## src/rtl/maf_pkg.sv

```systemverilog
// package for the moving average filter: shared constants, register map and state types
// no dependencies; imported by every rtl module of the filter
`timescale 1ns / 1ps

package maf_pkg;

    localparam int MAX_WINDOW_DEF  = 32;
    localparam int SAMPLE_BITS_DEF = 16;

    // configuration register map, index = byte address / 4
    localparam int  CFG_W      = 6;
    localparam logic [0:0] REG_WINDOW_LENGTH = 1'b0;
    localparam logic [CFG_W-1:0] WINDOW_RESET = CFG_W'(16);

    typedef enum logic {
        FS_IDLE,
        FS_CALC
    } t_front_state;

    typedef enum logic [1:0] {
        BS_IDLE,
        BS_DIV,
        BS_DONE
    } t_back_state;

endpackage

```

## src/rtl/maf_fifo.sv

```systemverilog
// two-entry job queue between the front (sum update) and the back (divider)
// depends on maf_pkg only through the common import convention
`timescale 1ns / 1ps

module maf_fifo
    import maf_pkg::*;
#(
    parameter int WIDTH = 32
) (
    input  logic             i_clk,
    input  logic             i_rst_n,
    input  logic             i_push,
    input  logic [WIDTH-1:0] i_data,
    output logic             o_full,
    input  logic             i_pop,
    output logic [WIDTH-1:0] o_data,
    output logic             o_empty
);

    logic [WIDTH-1:0] r_mem [2];
    logic             r_wr_ptr;
    logic             r_rd_ptr;
    logic [1:0]       r_count;
    logic             n_wr_ptr;
    logic             n_rd_ptr;
    logic [1:0]       n_count;
    logic             do_push;
    logic             do_pop;

    assign o_full  = (r_count == 2'd2);
    assign o_empty = (r_count == 2'd0);
    assign o_data  = r_mem[r_rd_ptr];
    assign do_push = i_push && !o_full;
    assign do_pop  = i_pop && !o_empty;

    always_comb begin
        n_wr_ptr = do_push ? ~r_wr_ptr : r_wr_ptr;
        n_rd_ptr = do_pop ? ~r_rd_ptr : r_rd_ptr;
        n_count  = r_count + 2'(do_push) - 2'(do_pop);
    end

    always_ff @(posedge i_clk) begin
        if (!i_rst_n) begin
            r_wr_ptr <= 1'b0;
            r_rd_ptr <= 1'b0;
            r_count  <= 2'd0;
        end else begin
            r_wr_ptr <= n_wr_ptr;
            r_rd_ptr <= n_rd_ptr;
            r_count  <= n_count;
        end
    end

    always_ff @(posedge i_clk) begin
        if (do_push) begin
            r_mem[r_wr_ptr] <= i_data;
        end
    end

`ifndef SYNTH
    a_count_range: assert property (@(posedge i_clk) disable iff (!i_rst_n)
        r_count != 2'd3)
        else $error("job queue count out of range");
`endif

endmodule

```

## src/rtl/maf_front.sv

```systemverilog
// front end: takes samples, keeps the history ring, fill count and running sum,
// and queues one (sum, divisor) job per sample; uses maf_pkg
`timescale 1ns / 1ps

module maf_front
    import maf_pkg::*;
#(
    parameter int MAX_WINDOW  = MAX_WINDOW_DEF,
    parameter int SAMPLE_BITS = SAMPLE_BITS_DEF,
    parameter int SUM_W       = SAMPLE_BITS + $clog2(MAX_WINDOW),
    parameter int CNT_W       = $clog2(MAX_WINDOW + 1)
) (
    input  logic                    i_clk,
    input  logic                    i_rst_n,
    input  logic                    i_push,
    output logic                    o_full,
    input  logic [SAMPLE_BITS-1:0]  i_sample,
    input  logic                    i_record_start,
    input  logic [CNT_W-1:0]        i_len,
    input  logic                    i_clear,
    output logic                    o_job_push,
    input  logic                    i_job_full,
    output logic signed [SUM_W-1:0] o_job_sum,
    output logic [CNT_W-1:0]        o_job_div
);

    localparam int SLOT_W = $clog2(MAX_WINDOW);
    localparam int IDX_W  = SLOT_W + 2;

    t_front_state r_state, n_state;

    logic [SAMPLE_BITS-1:0] r_hist [MAX_WINDOW];
    logic [SAMPLE_BITS-1:0] r_old;
    logic [SAMPLE_BITS-1:0] r_sample;
    logic                   r_slide;
    logic                   r_restart;
    logic [CNT_W-1:0]       r_div;
    logic signed [SUM_W-1:0] r_sum;
    logic [CNT_W-1:0]       r_fill;
    logic [SLOT_W-1:0]      r_slot;

    logic                   accept;
    logic [CNT_W-1:0]       fill_eff;
    logic [SLOT_W-1:0]      slot_eff;
    logic [IDX_W-1:0]       old_raw;
    logic [SLOT_W-1:0]      old_slot;
    logic                   slide;
    logic signed [SUM_W-1:0] sum_base;

    assign accept   = i_push && !o_full;
    assign fill_eff = i_record_start ? '0 : r_fill;
    assign slot_eff = i_record_start ? '0 : r_slot;
    assign slide    = (fill_eff >= i_len);

    // slot of the sample that drops out of the window
    always_comb begin
        old_raw = IDX_W'(slot_eff) + IDX_W'(MAX_WINDOW) - IDX_W'(i_len);
        if (old_raw >= IDX_W'(MAX_WINDOW)) begin
            old_raw = old_raw - IDX_W'(MAX_WINDOW);
        end
        old_slot = old_raw[SLOT_W-1:0];
    end

    always_comb begin
        sum_base  = r_restart ? '0 : r_sum;
        o_job_sum = sum_base + SUM_W'($signed(r_sample))
                    - (r_slide ? SUM_W'($signed(r_old)) : '0);
        o_job_div = r_div;
    end

    always_comb begin
        n_state    = r_state;
        o_full     = 1'b1;
        o_job_push = 1'b0;
        unique case (r_state)
            FS_IDLE: begin
                o_full = 1'b0;
                if (i_push) begin
                    n_state = FS_CALC;
                end
            end
            FS_CALC: begin
                o_job_push = 1'b1;
                if (!i_job_full) begin
                    n_state = FS_IDLE;
                end
            end
            default: n_state = FS_IDLE;
        endcase
    end

    always_ff @(posedge i_clk) begin
        if (!i_rst_n) begin
            r_state <= FS_IDLE;
        end else begin
            r_state <= n_state;
        end
    end

    always_ff @(posedge i_clk) begin
        if (!i_rst_n || i_clear) begin
            r_sum  <= '0;
            r_fill <= '0;
            r_slot <= '0;
        end else if (accept) begin
            r_fill <= slide ? fill_eff : fill_eff + CNT_W'(1);
            r_slot <= (slot_eff == SLOT_W'(MAX_WINDOW - 1)) ? '0 : slot_eff + SLOT_W'(1);
        end else if (o_job_push && !i_job_full) begin
            r_sum <= o_job_sum;
        end
    end

    // history ring, read-first so a full-depth window sees the old entry
    always_ff @(posedge i_clk) begin
        if (accept) begin
            r_hist[slot_eff] <= i_sample;
            r_old            <= r_hist[old_slot];
            r_sample         <= i_sample;
            r_slide          <= slide;
            r_restart        <= i_record_start;
            r_div            <= slide ? i_len : fill_eff + CNT_W'(1);
        end
    end

`ifndef SYNTH
    a_fill_bound: assert property (@(posedge i_clk) disable iff (!i_rst_n)
        r_fill <= i_len)
        else $error("fill count beyond window length");
    a_job_div_nonzero: assert property (@(posedge i_clk) disable iff (!i_rst_n)
        o_job_push |-> (o_job_div != '0) && (o_job_div <= i_len))
        else $error("job divisor out of range");
`endif

endmodule

```

## src/rtl/maf_back.sv

```systemverilog
// back end: restoring bit-serial divider, one quotient bit per cycle, plus the
// result register seen on the output queue ports; uses maf_pkg
`timescale 1ns / 1ps

module maf_back
    import maf_pkg::*;
#(
    parameter int SAMPLE_BITS = SAMPLE_BITS_DEF,
    parameter int SUM_W       = SAMPLE_BITS + 5,
    parameter int CNT_W       = 6
) (
    input  logic                    i_clk,
    input  logic                    i_rst_n,
    input  logic                    i_job_empty,
    output logic                    o_job_pop,
    input  logic signed [SUM_W-1:0] i_job_sum,
    input  logic [CNT_W-1:0]        i_job_div,
    output logic                    o_empty,
    input  logic                    i_pop,
    output logic [SAMPLE_BITS-1:0]  o_average
);

    localparam int STEP_W = $clog2(SUM_W);
    localparam logic signed [SUM_W:0] SAT_HI =
        (SUM_W+1)'(({{SUM_W{1'b0}}, 1'b1} << (SAMPLE_BITS - 1)) - 1);
    localparam logic signed [SUM_W:0] SAT_LO = ~SAT_HI;

    t_back_state r_state, n_state;

    logic [SUM_W-1:0]       r_quo;
    logic [CNT_W-1:0]       r_rem;
    logic [CNT_W-1:0]       r_div;
    logic                   r_neg;
    logic [STEP_W-1:0]      r_step;
    logic                   r_out_valid;
    logic [SAMPLE_BITS-1:0] r_avg;

    logic [CNT_W:0]          rem_sh;
    logic                    ge;
    logic signed [SUM_W:0]   quo_signed;
    logic [SAMPLE_BITS-1:0]  avg_sat;
    logic                    load;
    logic                    finish;

    assign rem_sh = {r_rem, r_quo[SUM_W-1]};
    assign ge     = (rem_sh >= {1'b0, r_div});

    always_comb begin
        quo_signed = r_neg ? -$signed({1'b0, r_quo}) : $signed({1'b0, r_quo});
        if (quo_signed > SAT_HI) begin
            avg_sat = SAT_HI[SAMPLE_BITS-1:0];
        end else if (quo_signed < SAT_LO) begin
            avg_sat = SAT_LO[SAMPLE_BITS-1:0];
        end else begin
            avg_sat = quo_signed[SAMPLE_BITS-1:0];
        end
    end

    always_comb begin
        n_state   = r_state;
        load      = 1'b0;
        finish    = 1'b0;
        unique case (r_state)
            BS_IDLE: begin
                if (!i_job_empty) begin
                    load    = 1'b1;
                    n_state = BS_DIV;
                end
            end
            BS_DIV: begin
                if (r_step == STEP_W'(SUM_W - 1)) begin
                    n_state = BS_DONE;
                end
            end
            BS_DONE: begin
                // result waits here while the output register is still occupied
                if (!r_out_valid || i_pop) begin
                    finish  = 1'b1;
                    n_state = BS_IDLE;
                end
            end
            default: n_state = BS_IDLE;
        endcase
    end

    assign o_job_pop = load;
    assign o_empty   = !r_out_valid;
    assign o_average = r_avg;

    always_ff @(posedge i_clk) begin
        if (!i_rst_n) begin
            r_state     <= BS_IDLE;
            r_out_valid <= 1'b0;
        end else begin
            r_state <= n_state;
            if (finish) begin
                r_out_valid <= 1'b1;
            end else if (i_pop) begin
                r_out_valid <= 1'b0;
            end
        end
    end

    always_ff @(posedge i_clk) begin
        if (load) begin
            r_neg  <= i_job_sum[SUM_W-1];
            r_quo  <= i_job_sum[SUM_W-1] ? (~i_job_sum + SUM_W'(1)) : i_job_sum;
            r_rem  <= '0;
            r_div  <= i_job_div;
            r_step <= '0;
        end else if (r_state == BS_DIV) begin
            r_rem  <= ge ? CNT_W'(rem_sh - {1'b0, r_div}) : rem_sh[CNT_W-1:0];
            r_quo  <= {r_quo[SUM_W-2:0], ge};
            r_step <= r_step + STEP_W'(1);
        end
        if (finish) begin
            r_avg <= avg_sat;
        end
    end

`ifndef SYNTH
    a_div_nonzero: assert property (@(posedge i_clk) disable iff (!i_rst_n)
        (r_state == BS_DIV) |-> (r_div != '0))
        else $error("divide by zero in serial divider");
    a_rem_bound: assert property (@(posedge i_clk) disable iff (!i_rst_n)
        (r_state == BS_DIV) |-> (r_rem < r_div))
        else $error("partial remainder not below divisor");
    a_result_held: assert property (@(posedge i_clk) disable iff (!i_rst_n)
        (r_out_valid && !i_pop) |=> (r_out_valid && $stable(r_avg)))
        else $error("pending result lost before pop");
`endif

endmodule

```

## src/rtl/moving_average_filter_unit.sv

```systemverilog
// moving average filter: front end, job queue and serial divider back end,
// window register on the apb-style port; uses maf_pkg, maf_front, maf_fifo, maf_back
// the serial divider, sized by SUM_W = SAMPLE_BITS + clog2(MAX_WINDOW), limits the transaction rate
// front end can take new samples while the divider works on the previous one, until the job queue fills
// reset: synchronous active low; clears sum, fill count, queues, window length back to 16
`timescale 1ns / 1ps

module moving_average_filter_unit
    import maf_pkg::*;
#(
    parameter int MAX_WINDOW  = MAX_WINDOW_DEF,
    parameter int SAMPLE_BITS = SAMPLE_BITS_DEF
) (
    input  logic                   i_clk,
    input  logic                   i_rst_n,
    input  logic                   push,
    output logic                   full,
    input  logic [SAMPLE_BITS-1:0] i_sample,
    input  logic                   i_record_start,
    output logic                   empty,
    input  logic                   pop,
    output logic [SAMPLE_BITS-1:0] o_average,
    input  logic                   psel,
    input  logic                   penable,
    input  logic                   pwrite,
    input  logic [2:0]             paddr,
    input  logic [31:0]            pwdata,
    output logic [31:0]            prdata,
    output logic                   pready
);

    localparam int SUM_W = SAMPLE_BITS + $clog2(MAX_WINDOW);
    localparam int CNT_W = $clog2(MAX_WINDOW + 1);
    localparam int JOB_W = SUM_W + CNT_W;

    logic [CFG_W-1:0] r_window_length;
    logic [CNT_W-1:0] len;
    logic             cfg_wr;

    logic                    job_push;
    logic                    job_full;
    logic signed [SUM_W-1:0] front_sum;
    logic [CNT_W-1:0]        front_div;
    logic [JOB_W-1:0]        q_out;
    logic                    job_empty;
    logic                    job_pop;

    assign pready = 1'b1;
    assign cfg_wr = psel && penable && pwrite && pready
                    && (paddr[2] == REG_WINDOW_LENGTH);
    assign prdata = (paddr[2] == REG_WINDOW_LENGTH) ? 32'(r_window_length) : '0;

    always_ff @(posedge i_clk) begin
        if (!i_rst_n) begin
            r_window_length <= WINDOW_RESET;
        end else if (cfg_wr) begin
            r_window_length <= pwdata[CFG_W-1:0];
        end
    end

    // zero acts as a window of one, large values clip to the ring depth
    always_comb begin
        if (r_window_length == '0) begin
            len = CNT_W'(1);
        end else if (32'(r_window_length) > MAX_WINDOW) begin
            len = CNT_W'(MAX_WINDOW);
        end else begin
            len = CNT_W'(r_window_length);
        end
    end

    maf_front #(
        .MAX_WINDOW  (MAX_WINDOW),
        .SAMPLE_BITS (SAMPLE_BITS),
        .SUM_W       (SUM_W),
        .CNT_W       (CNT_W)
    ) u_front (
        .i_clk          (i_clk),
        .i_rst_n        (i_rst_n),
        .i_push         (push),
        .o_full         (full),
        .i_sample       (i_sample),
        .i_record_start (i_record_start),
        .i_len          (len),
        .i_clear        (cfg_wr),
        .o_job_push     (job_push),
        .i_job_full     (job_full),
        .o_job_sum      (front_sum),
        .o_job_div      (front_div)
    );

    maf_fifo #(
        .WIDTH (JOB_W)
    ) u_fifo (
        .i_clk   (i_clk),
        .i_rst_n (i_rst_n),
        .i_push  (job_push),
        .i_data  ({front_sum, front_div}),
        .o_full  (job_full),
        .i_pop   (job_pop),
        .o_data  (q_out),
        .o_empty (job_empty)
    );

    maf_back #(
        .SAMPLE_BITS (SAMPLE_BITS),
        .SUM_W       (SUM_W),
        .CNT_W       (CNT_W)
    ) u_back (
        .i_clk       (i_clk),
        .i_rst_n     (i_rst_n),
        .i_job_empty (job_empty),
        .o_job_pop   (job_pop),
        .i_job_sum   ($signed(q_out[JOB_W-1:CNT_W])),
        .i_job_div   (q_out[CNT_W-1:0]),
        .o_empty     (empty),
        .i_pop       (pop),
        .o_average   (o_average)
    );

endmodule

```

## config.mk

```make
export PLATFORM = sky130hd
export DESIGN_NAME = moving_average_filter_unit
export DESIGN_NICKNAME = d
export VERILOG_FILES = /design/src/rtl/maf_pkg.sv /design/src/rtl/maf_fifo.sv /design/src/rtl/maf_front.sv /design/src/rtl/maf_back.sv /design/src/rtl/moving_average_filter_unit.sv
export SDC_FILE = /design/constraint.sdc
export NUM_CORES = 1
export LEC_CHECK = 0
export BUFFER_PORTS_ARGS = -buffer_cell sky130_fd_sc_hd__buf_2
export CAP_MARGIN = 20
export CORE_MARGIN = 8
export CORE_UTILIZATION = 40
export CTS_CLUSTER_DIAMETER = 50
export DETAILED_ROUTE_END_ITERATION = 12
export SYNTH_ARGS = -nofsm -noshare
export SYNTH_HDL_FRONTEND = slang
export SYNTH_SLANG_ARGS = --single-unit
```

## constraint.sdc

```tcl
create_clock -name i_clk -period 4.7 [get_ports i_clk]
set_clock_uncertainty 0.2 [all_clocks]
set_input_delay 0.47 -clock i_clk [delete_from_list [all_inputs] [get_ports i_clk]]
set_output_delay 0.47 -clock i_clk [all_outputs]
set_load 0.05 [all_outputs]
```

Word level (Yosys, flattened, before mapping) --
Memory sizes are Yosys's and may differ from the RTL's. A register that Yosys moved wholly into a read port is not among the register bits. Index checks and enable logic that the tools add are counted.
Word-level totals: register bits after elaboration 125, RAM bits 566, logic and storage cells 111, memories 2
Memory list:
- u_front.r_hist | words 32, bits a word 16, read ports 1, clocked after Yosys merged registers in 1, write ports 1, line maf_front.sv:32 | logic [SAMPLE_BITS-1:0] r_hist [MAX_WINDOW];
- u_fifo.r_mem | words 2, bits a word 27, read ports 1, clocked after Yosys merged registers in 1, write ports 1, line maf_fifo.sv:20 | logic [WIDTH-1:0] r_mem [2];
Operators by class: $add $sub $neg 13, magnitude comparators 6, equality and inequality tests 8, muxes and demuxes 37, bitwise logic cells 6, reduce and logical (&&, ||, !) cells 19
Operators by type and width (count):
- 21-bit 2-to-1 mux | 5
- 6-bit 2-to-1 mux | 7
- 22-bit by 16-bit greater-than comparator with 1-bit output, second input constant | 1
- 22-bit by 16-bit < comparator with 1-bit output, second input constant | 1
- 22-bit 2-to-1 mux | 1
- 21-bit negator with 22-bit output | 1
- 21-bit by 2-bit adder with 21-bit output, second input constant | 1
- 21-bit adder | 1
- 21-bit inverter | 1
- 21-bit subtractor | 1
- 16-bit 2-to-1 mux | 1
- 1-bit 2-to-1 mux | 15
- 5-bit 2-to-1 mux | 3
- 5-bit by 1-bit adder with 5-bit output, second input constant | 2
- 5-bit == test, second input constant | 2
- 5-bit by 6-bit adder with 7-bit output, second input constant | 1
- 7-bit by 6-bit >= comparator with 1-bit output | 1
- 7-bit by 6-bit >= comparator with 1-bit output, second input constant | 1
- 7-bit by 6-bit subtractor with 7-bit output | 1
- 6-bit by 1-bit adder with 6-bit output, second input constant | 1
- 6-bit >= comparator | 1
- 6-bit greater-than comparator, second input constant | 1
- 1-bit logical AND | 6
- 6-bit logical NOT | 1
- 18 further kinds | 32

Depth between registers and ports, before layout --
Gate-level depths: netlist (run 1).
word-level depth 6, mapped depth 13, depth with buffers taken out 12

Cells and area by module --
Synthesis (run 1) repeated with hierarchy kept, for this count alone.
Second synthesis, totals: cells, all modules 1861, area total of the unflattened synthesis 30902.1 um^2
Modules (own cells, without submodules):
- maf_front | instances 1, cells an instance 1326, area each 24602.3 um^2
- maf_back | instances 1, cells an instance 354, area each 3468.3 um^2
- maf_fifo | instances 1, cells an instance 111, area each 2285.9 um^2
- moving_average_filter_unit | instances 1, cells an instance 70, area each 545.5 um^2

Least setup slack after synthesis (run 1) --
No wires, ideal clock.
kind reg-to-reg, from reg u_front.r_state, to mem u_front.r_hist[10][0] (netlist name) (enable), library setup time 388 ps, arrival time 3423 ps, slack 689 ps, stages on the path, launching flop included 6, buffers on the path 1, clock period less this slack 4011 ps, path through dfxtp_1 > nand2b_1 > inv_1 > buf_1 > nand2_1 > nor2_1
Between the ends: word-level cells in the longest chain between the ends 4
RTL lines:
- start: declaration | line maf_front.sv:30 | t_front_state r_state, n_state;
- start signal: assignment | line maf_front.sv:96 | r_state <= n_state;
- 1-bit inverter | line maf_front.sv:75 | unique case (r_state)
- 1-bit logical AND | line maf_front.sv:50 | assign accept = i_push && !o_full;
- net u_front.accept | line maf_front.sv:42 | logic accept;
- 1-bit 2-to-1 mux | line maf_front.sv:115 | if (accept) begin
- 1-bit 2-to-1 mux (not written as such) | line maf_front.sv:116 | r_hist[slot_eff] <= i_sample;
- end: declaration | line maf_front.sv:32
The timed path passes the listed nets, and every way through them passes these cells.

Final worst setup path (run 1) --
from reg r_window_length[3], to reg u_front.r_old[3] (read register of u_front.r_hist) (data pin)
Between the ends: word-level cells in the longest chain between the ends 6
RTL lines:
- start: declaration | line moving_average_filter_unit.sv:36 | logic [CFG_W-1:0] r_window_length;
- start signal: assignment | line moving_average_filter_unit.sv:57 | r_window_length <= pwdata[CFG_W-1:0];
- 6-bit greater-than comparator | line moving_average_filter_unit.sv:65 | end else if (32'(r_window_length) > MAX_WINDOW) begin
- 6-bit 2-to-1 mux | line moving_average_filter_unit.sv:65
- 6-bit 2-to-1 mux * | line moving_average_filter_unit.sv:63 | if (r_window_length == '0) begin
- 7-bit by 6-bit subtractor with 7-bit output * | line maf_front.sv:57 | old_raw = IDX_W'(slot_eff) + IDX_W'(MAX_WINDOW) - IDX_W'(i_len);
- 7-bit by 6-bit >= comparator with 1-bit output or 5-bit by 1-bit subtractor with 5-bit output (tied branches) | line maf_front.sv:58, maf_front.sv:59
- 5-bit 2-to-1 mux * | line maf_front.sv:58 | if (old_raw >= IDX_W'(MAX_WINDOW)) begin
- end: declaration | line maf_front.sv:33 | logic [SAMPLE_BITS-1:0] r_old;
Every way passes the cells marked *; elsewhere a longest branch is shown, timed or not. A chain may end at the register's enable or synchronous reset.

==> results of run 1 <==
## power by group through the flow
stage / sequential (mW) / combinational [mW] / clock, mW
2_1_floorplan: 7.74 / 2.39 / 0
3_3_place_gp: 7.87 / 3.00 / 0
3_5_place_dp: 7.88 / 3.07 / 0
4_1_cts: 7.75 / 3.09 / 6.49
5_1_grt: 7.80 / 3.39 / 6.72
6_report: 7.75 / 3.04 / 6.35
## critical path, cell delays in order, from the launching register on
cell and delay (ns):
dfxtp_1 0.38, nor4_1 0.07, nor2_1 0.10, nor2_1 0.05, buf_4 0.15, ha_4 0.16, fa_4 1.04, buf_12 0.32
mux4_2 0.35, mux4_2 0.55, mux2_2 0.29
## cell usage in the layout, fill, tap and decap left out, types with 9 or more instances in the layout
cell,Yosys,final
a31oi_1,10,10
buf_12,0,9
clkinv_1,3,11
and2_1,26,26
a21oi_1,49,49
o21ai_0,50,50
buf_4,27,49
nand4_1,9,9
nand2_1,118,118
nand2b_1,28,28
inv_1,85,84
clkbuf_1,53,19
xnor2_1,34,31
clkbuf_16,0,84
fa_1,22,21
and3_1,9,9
nor2b_1,30,30
buf_2,5,54
xor2_1,37,37
ha_1,49,48
nor3_1,23,23
conb_1,2,27
nand3_1,19,19
nor2_1,89,81
a21o_1,14,14
mux2i_1,33,33
dlygate4sd3_1,0,9
clkinv_2,0,11
edfxtp_1,650,650
mux2_2,26,26
dfxtp_1,58,57
mux4_2,160,160
## metal layers
layer	wire, um	track usage, %
met1	27200	19.2
met2	33600	26.8
met3	3130	2.73
met4	1640	4.70
met5	26	0
## state kept, by name (all words and copies together) (netlist names), 2 cells and up, named ones only
name / count
u_back.r_rem: 6
u_back.r_step: 5
u_front.r_old: 16
u_front.r_hist: 512
u_back.o_average: 16
u_front.o_job_div: 6
u_front.r_sum: 21
r_window_length: 6
u_front.r_fill: 6
u_front.r_sample: 16
u_front.r_slot: 5
u_fifo.r_mem: 54
u_back.r_state: 2
u_fifo.r_count: 2
u_back.r_div: 6
u_back.r_quo: 21
## worst max path at each step
stage | start | to | slack [ns]
2_1_floorplan | u_front.r_state | u_front.r_hist[10][0] | 0.69
3_3_place_gp | i_record_start | u_front.r_old[3] | 0.55
3_5_place_dp | i_record_start | u_front.r_old[3] | 0.54
4_1_cts | r_window_length[2] | u_front.r_old[3] | 0.69
5_1_grt | u_front.r_restart | u_front.r_sum[17] | 0.51
6_report | r_window_length[3] | u_front.r_old[3] | 0.71
## cell families after synthesis
logic type	after synthesis	share of synthesized area, %
muxes	219	13.8
DFF	708	67.5
AOI/OAI and AO/OA	194	4.20
adders and majority gates	71	3.44
and+or+nand+nor	387	6.21
other	2	0.0245
xor gates and xnor gates	72	2.12
buffers and inverters	186	2.66
## layout make-up
cell class,count,area share (%)
inverters,88,0.939
multi-input cells,970,26.4
clock buffers,105,6.26
flip-flops and latches,708,58.8
well taps,978,3.48
clock inverters,44,1.58
repair buffers,121,2.58
## metrics by stage
stage / worst slack, ns / hold WS [ns] / instances
after floorplan: 0.689 / 0.221 / 1864
after global placement: 0.551 / 0.224 / 2856
after detailed placement: 0.536 / 0.235 / 2856
after CTS: 0.688 / 0.0272 / 3014
after global routing: 0.514 / 0.0545 / 3014
final: 0.707 / 0.0474 / 3014
==> flow_metrics.env, run 1 <==
export IMPL_status="completed"
export IMPL_clock_sinks=708
export IMPL_fin_tns_setup_ns=0
export IMPL_holdPathStages=2
export IMPL_drv_cap=0
export IMPL_die_h_um=293
export IMPL_yosys_area_top_type_share_pct=63.8
export IMPL_post_cts_resized=0
export IMPL_yosysUniqueCellTypes=73
export IMPL_synthTopCellsByCount="edfxtp_1, mux4_2, nand2_1"
export IMPL_finalMaxSlewViolations=0
export IMPL_synth_seq_cells=708
export IMPL_die_area_um2=85600
export IMPL_fin_util_pct=46.4
export IMPL_hold_buffers=9
export IMPL_cts_root_buffer="clkbuf_16"
export IMPL_worstMarginPinSlew_ns=0.952
export IMPL_rsz0062_at_grt="no"
export IMPL_setup_worst_path_end_class="flip-flop"
export IMPL_cp_max_fo=41
export IMPL_combPwrFrac_pct=17.8
export IMPL_r2r_cells=10
export IMPL_p_int_mw=12.5
export IMPL_placement_io_buffers=54
export IMPL_cp_arrival_ns=4.17
export IMPL_grt_pass1_vias=16630
export IMPL_hold_class="in -> reg"
export IMPL_yosys_top_cells_area="edfxtp_1, mux4_2, dfxtp_1"
export IMPL_stdcell_area_um2=35200
export IMPL_p_total_mw=17.1
export IMPL_ys_seq_area_share_pct=67.5
export IMPL_die_width_um=293
export IMPL_wl_um=65600
export IMPL_net_switching_power_mw=4.68
export IMPL_max_slew_margin_pct=36.5
export IMPL_io_pin_count=110
export IMPL_reg2reg_from="r_window_length[3]"
export IMPL_drc_errors=0
export IMPL_detail_route_wl_per_cell_um=21.8
export IMPL_hp_start="i_rst_n"
export IMPL_core_area_um2=75800
export IMPL_r2r_end="u_front.r_old[3]"
export IMPL_setup_violations=0
export IMPL_groute_usage_overall_pct=15.3
export IMPL_holdPathEnd="u_fifo.r_wr_ptr"
export IMPL_drtIter0Drc=1323
export IMPL_grt_pass1_wl_um=101000
export IMPL_fillCellCount=6478
export IMPL_syn_area_um2=30600
export IMPL_power_density_nw_per_um2=487
export IMPL_power_frac_seq_pct=45.2
export IMPL_initial_core_util_pct=40.4
export IMPL_post_route_period_util_pct=85.0
export IMPL_ff2ff_setup_slack_ns=0.71
export IMPL_synth_most_common_cell="edfxtp_1"
export IMPL_cts_tree="yes"
export IMPL_max_freq_ghz=0.250
export IMPL_avgViaCountPerCell=5.33
export IMPL_grt_start_max_net_pins=44
export IMPL_rows=101
export IMPL_clk_path_buf_depth=3
export IMPL_p_leak_nw=12.1
export IMPL_grt_antenna_before_repair=4
export IMPL_vias=16071
export IMPL_drive_gt1_share_pct=22.6
export IMPL_peakVddDrop_mv=0.337
export IMPL_placed_area_um2=32300
export IMPL_p_clk_share_pct=37.0
export IMPL_dp_hpwl_um=40600
export IMPL_diodes=0
export IMPL_syn_to_final_growth_pct=14.9
export IMPL_period_needed_ns=3.99
export IMPL_hold_viol=0
export IMPL_synth_flop_cell="edfxtp_1"
export IMPL_grt_overflow=0
export IMPL_multi_input_area_um2=9280
export IMPL_worstPathRequired_ns=4.88
export IMPL_cts_inserted_buffers=83
export IMPL_clkTransAtPathRegs_ns=0.06
export IMPL_nNetsFinal=2102
export IMPL_clock_latency_ns=0.65
export IMPL_synth_top_area_cell="edfxtp_1"
export IMPL_first_pass_iters=5
export IMPL_htreeDepth=3
export IMPL_worst_setup_path_start_kind="flip-flop"
export IMPL_syn_avg_cell_area_um2=16.6
export IMPL_drtAntennaViolNets=0
export IMPL_post_cts_buffers=0
export IMPL_crit_type="reg -> reg"
export IMPL_regArea_um2=20700
export IMPL_p_sw_share_pct=27.3
export IMPL_yosysWarnings=0
export IMPL_synth_edf_count=650
export IMPL_gp_congestion=0.796
export IMPL_synthCells=1839
export IMPL_async_flop_share_pct=0
Power figures use the tool's default switching activity.
==> run 2, diff against run 1 <==
==> constraint.sdc (replaced) <==
create_clock -name i_clk -period 3.8 [get_ports i_clk]
set_clock_uncertainty 0.2 [all_clocks]
set_input_delay 0.38 -clock i_clk [delete_from_list [all_inputs] [get_ports i_clk]]
set_output_delay 0.38 -clock i_clk [all_outputs]
set_load 0.05 [all_outputs]
==> run 2 against run 1 <==
  * Global-route usage hardly changed
  * Utilization is 0.63 points higher
  * Worst hold slack better by 0.026 ns
  * Cell count is 1.8% higher
  * Final area is 1.4% higher
  * Via count is 1.0% higher
  * Total power is 22% higher
  * First-iteration DRC count is 22% lower
  * Clock power is 18% higher
  * Critical path type unchanged
==> flow_metrics.env, run 2 (same netlist as run 1, synthesis figures left out) <==
export IMPL_wl_um=66300
export IMPL_r2r_cells=11
export IMPL_worst_setup_path_start_kind="flip-flop"
export IMPL_hold_viol=0
export IMPL_numPlacedInstances=2902
export IMPL_holdPathStages=1
export IMPL_setup_violations=0
export IMPL_largest_reg_flops=512
export IMPL_setup_worst_path_end_class="flip-flop"
export IMPL_hp_start="i_sample[4]"
export IMPL_layout_commonest_cell="edfxtp_1"
export IMPL_dp_slack_ns=0.0701
export IMPL_post_route_period_util_pct=97.6
export IMPL_vias=16232
export IMPL_drv_cap=0
export IMPL_r2r_end="u_front.r_old[2]"
export IMPL_grt_overflow=0
export IMPL_fillCellCount=6469
export IMPL_clkTransAtPathRegs_ns=0.06
export IMPL_p_sw_share_pct=27.4
export IMPL_finalMaxSlewViolations=0
export IMPL_ff2ff_setup_slack_ns=0.09
export IMPL_grt_pass1_vias=16685
export IMPL_die_h_um=293
export IMPL_worstMarginPinSlew_ns=0.806
export IMPL_gp_congestion=0.761
export IMPL_crit_type="reg -> reg"
export IMPL_status="completed"
export IMPL_cp_slowest_cell="fa_4"
export IMPL_max_stage_delay_ns=0.67
export IMPL_crit_chain="nor4_2, nor2_1, nor2_1, buf_4, ha_4, fa_4, buf_12, buf_12, mux4_2, mux4_2, mux2_2"
export IMPL_grt_pass1_wl_um=101000
export IMPL_reg_largest_list="u_front.r_hist: 512 flops, u_fifo.r_mem: 54 flops"
export IMPL_hold_class="in -> reg"
export IMPL_period_needed_ns=3.71
export IMPL_die_area_um2=85600
export IMPL_max_slew_margin_pct=46.2
export IMPL_avgViaCountPerCell=5.29
export IMPL_clock_sinks=708
export IMPL_power_frac_seq_pct=45.4
export IMPL_drtIter0Drc=1031
export IMPL_first_pass_iters=7
export IMPL_power_density_nw_per_um2=589
export IMPL_die_width_um=293
export IMPL_peakVddDrop_mv=0.435
export IMPL_cts_inserted_buffers=81
export IMPL_drc_errors=0
export IMPL_detail_route_wl_per_cell_um=21.6
export IMPL_clock_latency_ns=0.63
export IMPL_drive_gt1_share_pct=24.1
export IMPL_max_freq_ghz=0.270
export IMPL_worstPathRequired_ns=3.97
export IMPL_p_total_mw=21.0
export IMPL_p_clk_share_pct=35.6
export IMPL_cts_root_buffer="clkbuf_16"
export IMPL_groute_usage_overall_pct=15.3
export IMPL_cp_max_fo=17
export IMPL_p_leak_nw=12.4
export IMPL_rows=101
export IMPL_rsz0062_at_grt="yes"
export IMPL_placement_io_buffers=54
export IMPL_nNetsFinal=2161
export IMPL_layout_cells_non_filler=3068
export IMPL_initial_core_util_pct=40.4
export IMPL_clk_path_buf_depth=3
export IMPL_combPwrFrac_pct=19.0
export IMPL_drtAntennaViolNets=0
export IMPL_io_pin_count=110
export IMPL_dp_hpwl_um=41900
export IMPL_top_register="u_front.r_hist"
export IMPL_layout_common_cells="edfxtp_1, mux4_2, nand2_1, buf_4, nor2_1"
export IMPL_worst_slack_ns=0.0918
export IMPL_syn_to_final_growth_pct=16.5
export IMPL_core_area_um2=75800
export IMPL_cts_tree="yes"
export IMPL_htreeDepth=3
export IMPL_grt_antenna_before_repair=2
export IMPL_cp_arrival_ns=3.88
export IMPL_grt_start_max_net_pins=43
export IMPL_holdPathEnd="u_front.r_hist[31][4]"
export IMPL_p_int_mw=15.2
export IMPL_reg2reg_from="r_window_length[1]"
export IMPL_net_switching_power_mw=5.76
## run 2: cell types whose count changed in the layout (fill, tap and decap cells not counted), sizes merged
cell	previous run	this run
clkinvlp	6	5
inv	89	91
bufinv	7	5
diode	0	2
buf	112	165
clkbuf	105	99
dlygate4sd3	9	17
clkinv	30	28
## run 2: worst max-delay path by stage
stage,endpoint,start
detailed placement,u_front.r_old[0],r_window_length[2]
finish,u_front.r_old[2],r_window_length[1]
CTS,u_front.r_old[6],r_window_length[1]
global route,u_front.r_old[0],r_window_length[1]
global placement,u_front.r_old[6],r_window_length[1]
floorplan,u_front.r_old[10],i_record_start
## run 2: through the flow
stage / area, um^2 / utilization, % / setup TNS (ns) / hold WS (ns)
after global placement: 32800 / 43.3 / 0 / 0.225
after global routing: 35700 / 47.0 / -0.226 / 0.0641
final: 35700 / 47.0 / 0 / 0.0735
after CTS: 35600 / 46.9 / 0 / 0.0260
after detailed placement: 32800 / 43.3 / 0 / 0.232
after floorplan: 30700 / - / -0.0510 / 0.221
## run 2: what timing repair did
action / CTS / global route
endpoints found under the hold margin: 16 / 0
resized for setup: 0 / 10
hold buffers: 17 / 0
setup endpoints to repair: 0 / 19
buffers inserted: 0 / 7
## run 2: layout make-up
| type | instances | area, um^2 | area share [%] |
|---|---|---|---|
| inverters | 88 | 330 | 0.926 |
| diodes | 2 | 5.00 | 0.0140 |
| clock inverters | 41 | 493 | 1.38 |
| well taps | 978 | 1220 | 3.43 |
| clock buffers | 99 | 2090 | 5.87 |
| multi-input cells | 970 | 9320 | 26.1 |
| flip-flops and latches | 708 | 20700 | 58.0 |
| repair buffers | 182 | 1510 | 4.24 |
## run 2: routing by layer
| metal | GRT usage [%] | part of all wire (%) |
|---|---|---|
| met1 | 18.8 | 41 |
| met2 | 27.6 | 52 |
| met3 | 2.93 | 4.7 |
| met4 | 3.98 | 2.2 |
| met5 | 0 | 0.041 |
## run 2: power groups by stage
stage               logic (mW)  registers, mW  clock network [mW]
finish                    3.99           9.54                7.47
global route              4.42           9.60                7.93
CTS                       4.00           9.55                7.64
detailed placement        3.97           9.71                   0
global placement          3.89           9.69                   0
floorplan                 2.96           9.57                   0
## run 2: critical path: cells and delay by family (launching register included)
kind                     cells  cell delay [ns]
multiplexers                 3             1.12
adder cells (fa/ha/maj)      2             0.81
buffers and inverters        3             0.53
AND/OR/NAND/NOR              3             0.43
flip-flops                   1             0.32
==> run 3, diff against run 2 <==
--- a/config.mk
+++ b/config.mk
@@ -5,6 +5,7 @@
 export SDC_FILE = /design/constraint.sdc
 export NUM_CORES = 1
 export LEC_CHECK = 0
+export ABC_AREA = 1
 export BUFFER_PORTS_ARGS = -buffer_cell sky130_fd_sc_hd__buf_2
 export CAP_MARGIN = 20
 export CORE_MARGIN = 8
==> run 3 against run 2 <==
  * Die area is 3.8% higher
  * Combinational power is 46% higher
  * Sequential share of layout area is 1.4 points lower
  * Fmax is 0.22% higher
  * Wire length is 14% higher
  * First-iteration DRC count is 77% higher
  * Global-route usage is 1.2 points higher
  * Synthesized cell count is 57% higher
  * Largest cell class unchanged
  * Worst hold slack better by 0.051 ns
  * Via count is 30% higher
==> flow_metrics.env, run 3 <==
export IMPL_status="completed"
export IMPL_drtAntennaViolNets=0
export IMPL_cts_root_buffer="clkbuf_16"
export IMPL_core_area_um2=78900
export IMPL_syn_avg_cell_area_um2=11.1
export IMPL_vias=21103
export IMPL_gp_congestion=0.805
export IMPL_post_route_period_util_pct=97.4
export IMPL_wl_met3_um=4060
export IMPL_rows=103
export IMPL_yosysUniqueCellTypes=51
export IMPL_wl_met1_um=33000
export IMPL_first_pass_iters=8
export IMPL_cp_slowest_cell="fa_4"
export IMPL_grt_start_max_net_pins=72
export IMPL_fillCellCount=7096
export IMPL_wl_um=75500
export IMPL_hold_class="in -> reg"
export IMPL_grt_pass1_wl_um=117000
export IMPL_async_flop_share_pct=0
export IMPL_yosys_top_cells_area="edfxtp_1, nand2_1, nor2_1"
export IMPL_synthCells=2881
export IMPL_clock_latency_ns=0.65
export IMPL_reg_largest_list="u_front.r_hist: 512 flops, u_fifo.r_mem: 54 flops"
export IMPL_io_pin_count=110
export IMPL_drc_errors=0
export IMPL_cts_tree="yes"
export IMPL_max_stage_delay_ns=0.80
export IMPL_rsz0062_at_grt="no"
export IMPL_clk_path_buf_depth=3
export IMPL_placed_area_um2=33500
export IMPL_worstPathRequired_ns=4.01
export IMPL_clkTransAtPathRegs_ns=0.06
export IMPL_hp_start="i_sample[15]"
export IMPL_grt_antenna_before_repair=0
export IMPL_cp_arrival_ns=3.91
export IMPL_yosys_area_top_type_share_pct=61.3
export IMPL_synth_top_area_cell="edfxtp_1"
export IMPL_top_register="u_front.r_hist"
export IMPL_synth_flop_cell="edfxtp_1"
export IMPL_avgViaCountPerCell=5.15
export IMPL_die_h_um=298
export IMPL_worstMarginPinSlew_ns=0.863
export IMPL_dp_slack_ns=-0.00826
export IMPL_largest_reg_flops=512
export IMPL_clock_sinks=708
export IMPL_reg2reg_from="u_front.r_restart"
export IMPL_fin_tns_setup_ns=0
export IMPL_die_width_um=298
export IMPL_max_slew_margin_pct=42.5
export IMPL_diodes=0
export IMPL_ys_seq_area_share_pct=65.0
export IMPL_grt_pass1_vias=20674
export IMPL_grt_overflow=0
export IMPL_route_met2_wl_um=36300
export IMPL_crit_chain="dlygate4sd3_1, buf_2, nor2_2, inv_1, ha_4, fa_4, buf_12, buf_12, o21ai_0, o22ai_1, nand2_1, nand3_1, nand3_1, o31ai_1"
export IMPL_hold_viol=0
export IMPL_period_needed_ns=3.70
export IMPL_worst_setup_path_start_kind="input pin"
export IMPL_drv_cap=0
export IMPL_synth_seq_cells=708
export IMPL_dp_hpwl_um=47400
export IMPL_peakVddDrop_mv=0.364
export IMPL_synth_edf_count=650
export IMPL_layout_commonest_cell="edfxtp_1"
export IMPL_detail_route_wl_per_cell_um=18.4
export IMPL_power_density_nw_per_um2=647
export IMPL_finalMaxSlewViolations=0
export IMPL_nNetsFinal=3112
export IMPL_layout_common_cells="edfxtp_1, nand2_1, nor2_1, o21ai_0, inv_1"
export IMPL_stdcell_area_um2=36500
export IMPL_highest_layer="met4"
export IMPL_groute_usage_overall_pct=16.5
export IMPL_p_leak_nw=14.2
export IMPL_cp_max_fo=24
export IMPL_setup_worst_path_end_class="flip-flop"
export IMPL_crit_type="in -> reg"
export IMPL_yosysWarnings=0
export IMPL_cts_inserted_buffers=83
export IMPL_setup_violations=0
export IMPL_die_area_um2=88900
export IMPL_fin_util_pct=46.3
export IMPL_syn_area_um2=31800
export IMPL_crit_start="i_record_start"
export IMPL_initial_core_util_pct=40.4
export IMPL_placement_io_buffers=54
export IMPL_synthTopCellsByCount="edfxtp_1, nand2_1, nor2_1"
export IMPL_syn_to_final_growth_pct=14.8
export IMPL_drtIter0Drc=1829
export IMPL_htreeDepth=3
export IMPL_worst_slack_ns=0.100
export IMPL_post_cts_buffers=0
export IMPL_p_total_mw=23.6
export IMPL_synth_most_common_cell="edfxtp_1"
export IMPL_max_freq_ghz=0.270
export IMPL_drive_gt1_share_pct=10.5
[run 3: critical path: cells and delay by family]
family / cells / cell delay, ns
adders and majority gates: 2 / 0.99
AOI/OAI and AO/OA: 3 / 0.55
buffers and inverters: 5 / 1.33
and+or+nand+nor: 4 / 0.63
[run 3: cells by family (layout without fill, tap and decap cells)]
kind of cell | Yosys count | in the layout | synth area share (%)
AND/OR/NAND/NOR | 1120 | 1120 | 14.3
flip-flops | 708 | 708 | 65.0
XOR/XNOR | 51 | 51 | 1.40
other | 2 | 27 | 0.0236
adder cells (fa/ha/maj) | 71 | 71 | 3.31
multiplexers | 80 | 80 | 2.52
buffers and inverters | 378 | 521 | 5.23
AO/OA/AOI/OAI | 471 | 471 | 8.28
[run 3: path summary, 6_finish.rpt]
path	to	slack [ns]	cells past startpoint
setup reg to reg	u_fifo.r_mem[1][22]	0.27	13
hold / removal	u_front.r_hist[23][15]	0.12	1
hold reg to reg	u_fifo.r_mem[0][3]	0.24	0
setup / recovery	u_front.r_old[11]	0.10	14
[run 3: per-layer routing]
layer / up-vias / track usage (%)
li1: 10136 / -
met1: 10262 / 21.7
met2: 593 / 27.8
met3: 112 / 2.63
met4: 0 / 5.19
met5: - / 0
[run 3: area by class of cell]
cell class	count	area, um^2	share of cell area [%]
clock buffers	102	2170	5.94
clock inverters	50	681	1.86
inverters	220	831	2.27
multi-input cells	1820	9660	26.4
flip-flops and latches	708	20700	56.6
well taps	1050	1310	3.60
repair buffers	149	1210	3.32
[run 3: timing repair]
| action | 4_1_cts | 5_1_grt |
|---|---|---|
| setup endpoints to repair | 0 | 14 |
| hold endpoints to repair | 11 | 0 |
| hold buffers | 12 | 0 |
| resized for setup | 0 | 5 |
[run 3: metrics by stage]
| stage | hold slack (ns) | std cells |
|---|---|---|
| 2_1_floorplan | 0.221 | 2906 |
| 3_3_place_gp | 0.224 | 3934 |
| 3_5_place_dp | 0.231 | 3934 |
| 4_1_cts | 0.0875 | 4098 |
| 5_1_grt | 0.107 | 4099 |
| 6_report | 0.124 | 4099 |
[run 3: power breakdown]
group	total (mW)	switching, mW	internal (mW)	leakage, nW
Combinational	5.81	3.96	1.85	6.45
Sequential	9.72	0.343	9.38	6.38
Clock	8.10	3.26	4.83	1.37
